File: config.mk
export PLATFORM = sky130hd
export DESIGN_NAME = idba_olap_unit
export DESIGN_NICKNAME = d
export VERILOG_FILES = /design/src/rtl/core/idba_pkg.sv /design/src/rtl/core/idba_olap_unit.sv
export SDC_FILE = /design/constraint.sdc
export NUM_CORES = 1
export LEC_CHECK = 0
export BUFFER_PORTS_ARGS = -buffer_cell sky130_fd_sc_hd__buf_4
export CORE_ASPECT_RATIO = 1.1
export CORE_MARGIN = 2
export CORE_UTILIZATION = 49
export DETAILED_ROUTE_END_ITERATION = 7
export PLACE_DENSITY_LB_ADDON = 0.25
export SETUP_SLACK_MARGIN = 0.2
export SLEW_MARGIN = 20
export SYNTH_ARGS = -nofsm -noshare
export SYNTH_HDL_FRONTEND = slang
export SYNTH_SLANG_ARGS = --single-unit
File: constraint.sdc
create_clock -name vclk -period 3.9
set_input_delay 0.78 -clock vclk [all_inputs]
set_output_delay 0.78 -clock vclk [all_outputs]
set_load 0.005 [all_outputs]
File: src/rtl/core/idba_pkg.sv
// ----------------------------------------------------------------------------
// idba_pkg - shared types and constants for the interval admission block
// Table sizes, time width, result status codes and sequencer states.
// ----------------------------------------------------------------------------
package idba_pkg;

    localparam int SINGLE_ENTRIES = 1024;
    localparam int DOUBLE_ENTRIES = 1024;
    localparam int TIME_BITS      = 30;

    // index and fill-count widths of the two tables
    localparam int S_IW  = $clog2(SINGLE_ENTRIES);
    localparam int S_CW  = $clog2(SINGLE_ENTRIES + 1);
    localparam int D_IW  = $clog2(DOUBLE_ENTRIES);
    localparam int D_CW  = $clog2(DOUBLE_ENTRIES + 1);
    localparam int IDX_W = (S_CW > D_CW) ? S_CW : D_CW;
    localparam int SUM_W = IDX_W + 1;

    typedef logic [TIME_BITS-1:0] t_time;

    typedef struct packed {
        t_time lo;
        t_time hi;
    } t_span;

    typedef enum logic [1:0] {
        ST_ADMIT  = 2'd0,
        ST_TRIPLE = 2'd1,
        ST_FULL   = 2'd2
    } t_status;

    typedef enum logic [2:0] {
        S_IDLE,
        S_CHK,
        S_DSCAN,
        S_SCNT,
        S_SWR,
        S_SFIN
    } t_state;

endpackage

File: src/rtl/core/idba_olap_unit.sv
// ----------------------------------------------------------------------------
// idba_olap_unit - shared overlap test and clip
// Tests a stored span against the request and gives their intersection.
// ----------------------------------------------------------------------------
module idba_olap_unit (
    input  idba_pkg::t_span i_entry,
    input  idba_pkg::t_span i_req,
    output logic            o_hit,
    output idba_pkg::t_span o_clip
);
    import idba_pkg::*;

    // half-open spans overlap when each starts before the other ends
    assign o_hit     = (i_entry.lo < i_req.hi) && (i_req.lo < i_entry.hi);
    assign o_clip.lo = (i_entry.lo > i_req.lo) ? i_entry.lo : i_req.lo;
    assign o_clip.hi = (i_entry.hi < i_req.hi) ? i_entry.hi : i_req.hi;

endmodule

==> impl_metrics.toml <==
[outcome]
outcome = "completed"

[setup_path]
end_kind = "primary output"
start_kind = "input port"
path_cells = "buf_6 > inv_4 > ha_4 > a21o_1 > a21o_1 > a21oi_2 > o211ai_1 > a31oi_1 > buf_4 > o221ai_4 > buf_12 > clkbuf_16 > mux2i_1 > buf_4"
crit_type = "input port to primary output"
crit_arrival_ns = 2.94
critPathMaxStageDelay_ns = 0.27
cpMaxStageDelayCell = "a31oi_1"
cp_max_fo = 6
cp.required_ns = 3.12

[drt]
drt_iter0_drc = 88
viasPerCell = 5.67
drc = 0
routedWlPerCell_um = 17.6
dr.pass1.iters = 4
drt_wl_total_um = 12900
vias = 4154
detail-route-antenna-nets = 0

[placement]
place_congestion = 0.924
placed_cell_area_um2 = 5170
port_buffers = 181
dp_slack_ns = 0.0688
hpwl_um = 10100

[yosys]
synth.area.top_cells = "ha_1 40%, mux2_4 12%, inv_1 9.1%, mux2i_1 7.9%, a21oi_1 5.4%"
syn_inst = 445
yosys.area.top_type_share = 0.398
yosys.area.top_type = "ha_1"
yosys.area_share.simple = 0.129
ys_seq_area_frac = 0
avgSynthCellArea_um2 = 8.26
synth_fa_ha_area_frac = 0.398
yosysUniqueCellTypes = 41
synth_nets = 682
syn_area_um2 = 3670
synth-compound-area-share = 0.154
synth_warnings = 0
synth_top_family_by_area = "adder cells"
synth_xor_area_frac = 0
synth_mux_area_frac = 0.205

[finish]
nets = 885
utilization = 0.799
antenna_cells = 0
num-clock-buffers = 0
area.growth.synth_to_final_pct = 59.8
stdcell_area_um2 = 5870
layout-drive-gt1-share = 0.450
ff_latch_area_um2 = 0
seq_cells = 0

[grt]
grt_pass1_vias = 4209
grt-ovfl-total = 0
grt.total_usage = 0.273
grt_pass1_wl_um = 18400
grt_max_degree = 11
antenna_found_initial = 0

[power]
p_total_mw = 0.864
power_density_nw_per_um2 = 147
cellLeakagePower_nw = 3.24
vdd_drop_max_mv = 0.0795

[hold_path]
hp-class = "input port to primary output"

[timing]
finalHoldViolCount = 0
finalCritPeriodShare = 0.955
layout_min_cycle_time_ns = 3.72
rsz0062_at_grt = "true"
setup_viol = 0
fin_ws_ns = 0.176
final.setup.tns_ns = 0
fmax_ghz = 0.268
slew-limit-headroom = 0.622
worst_pin_slew_ns = 0.553
final-max-slew-violation-count = 0

[floorplan]
fp.dieArea_um2 = 8210
ioPinCount = 181
die_y_um = 94.8
die_x_um = 86.6
start_util = 0.500
design.core.area_um2 = 7350
rows = 33

[clocking]
hold_buffers = 0

[run]
drv_cap = 0
[cell usage in the layout, fill, tap and decap left out, types with 3 or more instances in the layout]
master	synthesis	layout
a21oi_2	1	6
mux2_4	30	30
buf_12	3	4
o21ai_0	13	13
a21oi_1	40	34
nand4_1	20	20
buf_8	0	3
o21ai_1	4	4
inv_4	0	6
a21o_1	13	13
inv_2	0	5
inv_1	89	78
buf_4	3	173
nor2b_1	8	8
buf_16	0	3
buf_6	0	22
nand3_1	8	8
ha_4	0	21
a211oi_1	6	4
mux2i_1	29	27
nor2_1	13	11
ha_1	117	96
nand2_1	18	18
[synthesized netlist by cell type, drive strengths merged (2+ instances only)]
| library cell | instances |
|---|---|
| ha | 117 |
| inv | 89 |
| a21oi | 41 |
| mux2 | 31 |
| mux2i | 29 |
| nand4 | 23 |
| nand2 | 18 |
| o21ai | 17 |
| a21o | 13 |
| nor2 | 13 |
| nand3 | 8 |
| nor2b | 8 |
| a211oi | 6 |
| buf | 6 |
| a221oi | 2 |
| a31oi | 2 |
| and4 | 2 |
| nor3 | 2 |
| nor4 | 2 |
| o211ai | 2 |
| o221ai | 2 |
[layout make-up]
class | instances | area [µm²]
fillers | 484 | 1480
repair buffers | 207 | 1800
well taps | 87 | 109
multi-input cells | 350 | 3610
inverters | 89 | 349
[timing repair]
item / 4_1_cts / 5_1_grt
gates cloned: 3 / 2
gates resized for setup: 13 / 77
pin swaps: 4 / 27
setup buffers: 4 / 8
endpoints found under the setup margin: 57 / 60
[kinds of logic after synthesis]
family	Yosys count
fa+ha+maj	117
compound gates	91
mux	60
buf+inv	95
simple gates	82
[layer usage]
metal  vias to the layer above  share of wire  track usage
met3                        37          0.052       0.0227
met1                      1935           0.38        0.302
met2                       164           0.54        0.540
li1                       2018              -            -
met4                         0          0.033       0.0833
met5                         -              0            0
[report_power, final]
group | internal, mW | leakage [nW] | switching (mW) | total, mW
Sequential | 0 | 0 | 0 | 0
Combinational | 0.490 | 3.24 | 0.375 | 0.864
Clock | 0 | 0 | 0 | 0
Total | 0.490 | 3.24 | 0.375 | 0.864
[critical path: cells and delay by family]
| kind | cells | cell delay [ns] |
|---|---|---|
| fa+ha+maj | 1 | 0.20 |
| mux | 1 | 0.16 |
| compound gates | 6 | 1.00 |
| buf+inv | 6 | 0.80 |
[path summary, 6_finish.rpt]
check / from / end / slack, ns / cells after the start
max: i_req[7] / o_clip[8] / 0.18 / 14
min: i_req[54] / o_clip[54] / 1.87 / 3
[through the flow]
| step | hold slack (ns) | std cells |
|---|---|---|
| 6_report | 1.87 | 733 |
| 5_1_grt | 1.87 | 733 |
| 4_1_cts | 1.87 | 723 |
| 3_5_place_dp | 1.87 | 716 |
| 3_3_place_gp | 1.87 | 716 |
| 2_1_floorplan | 1.67 | 445 |
Note: power is estimated with default switching activity, not from simulation.
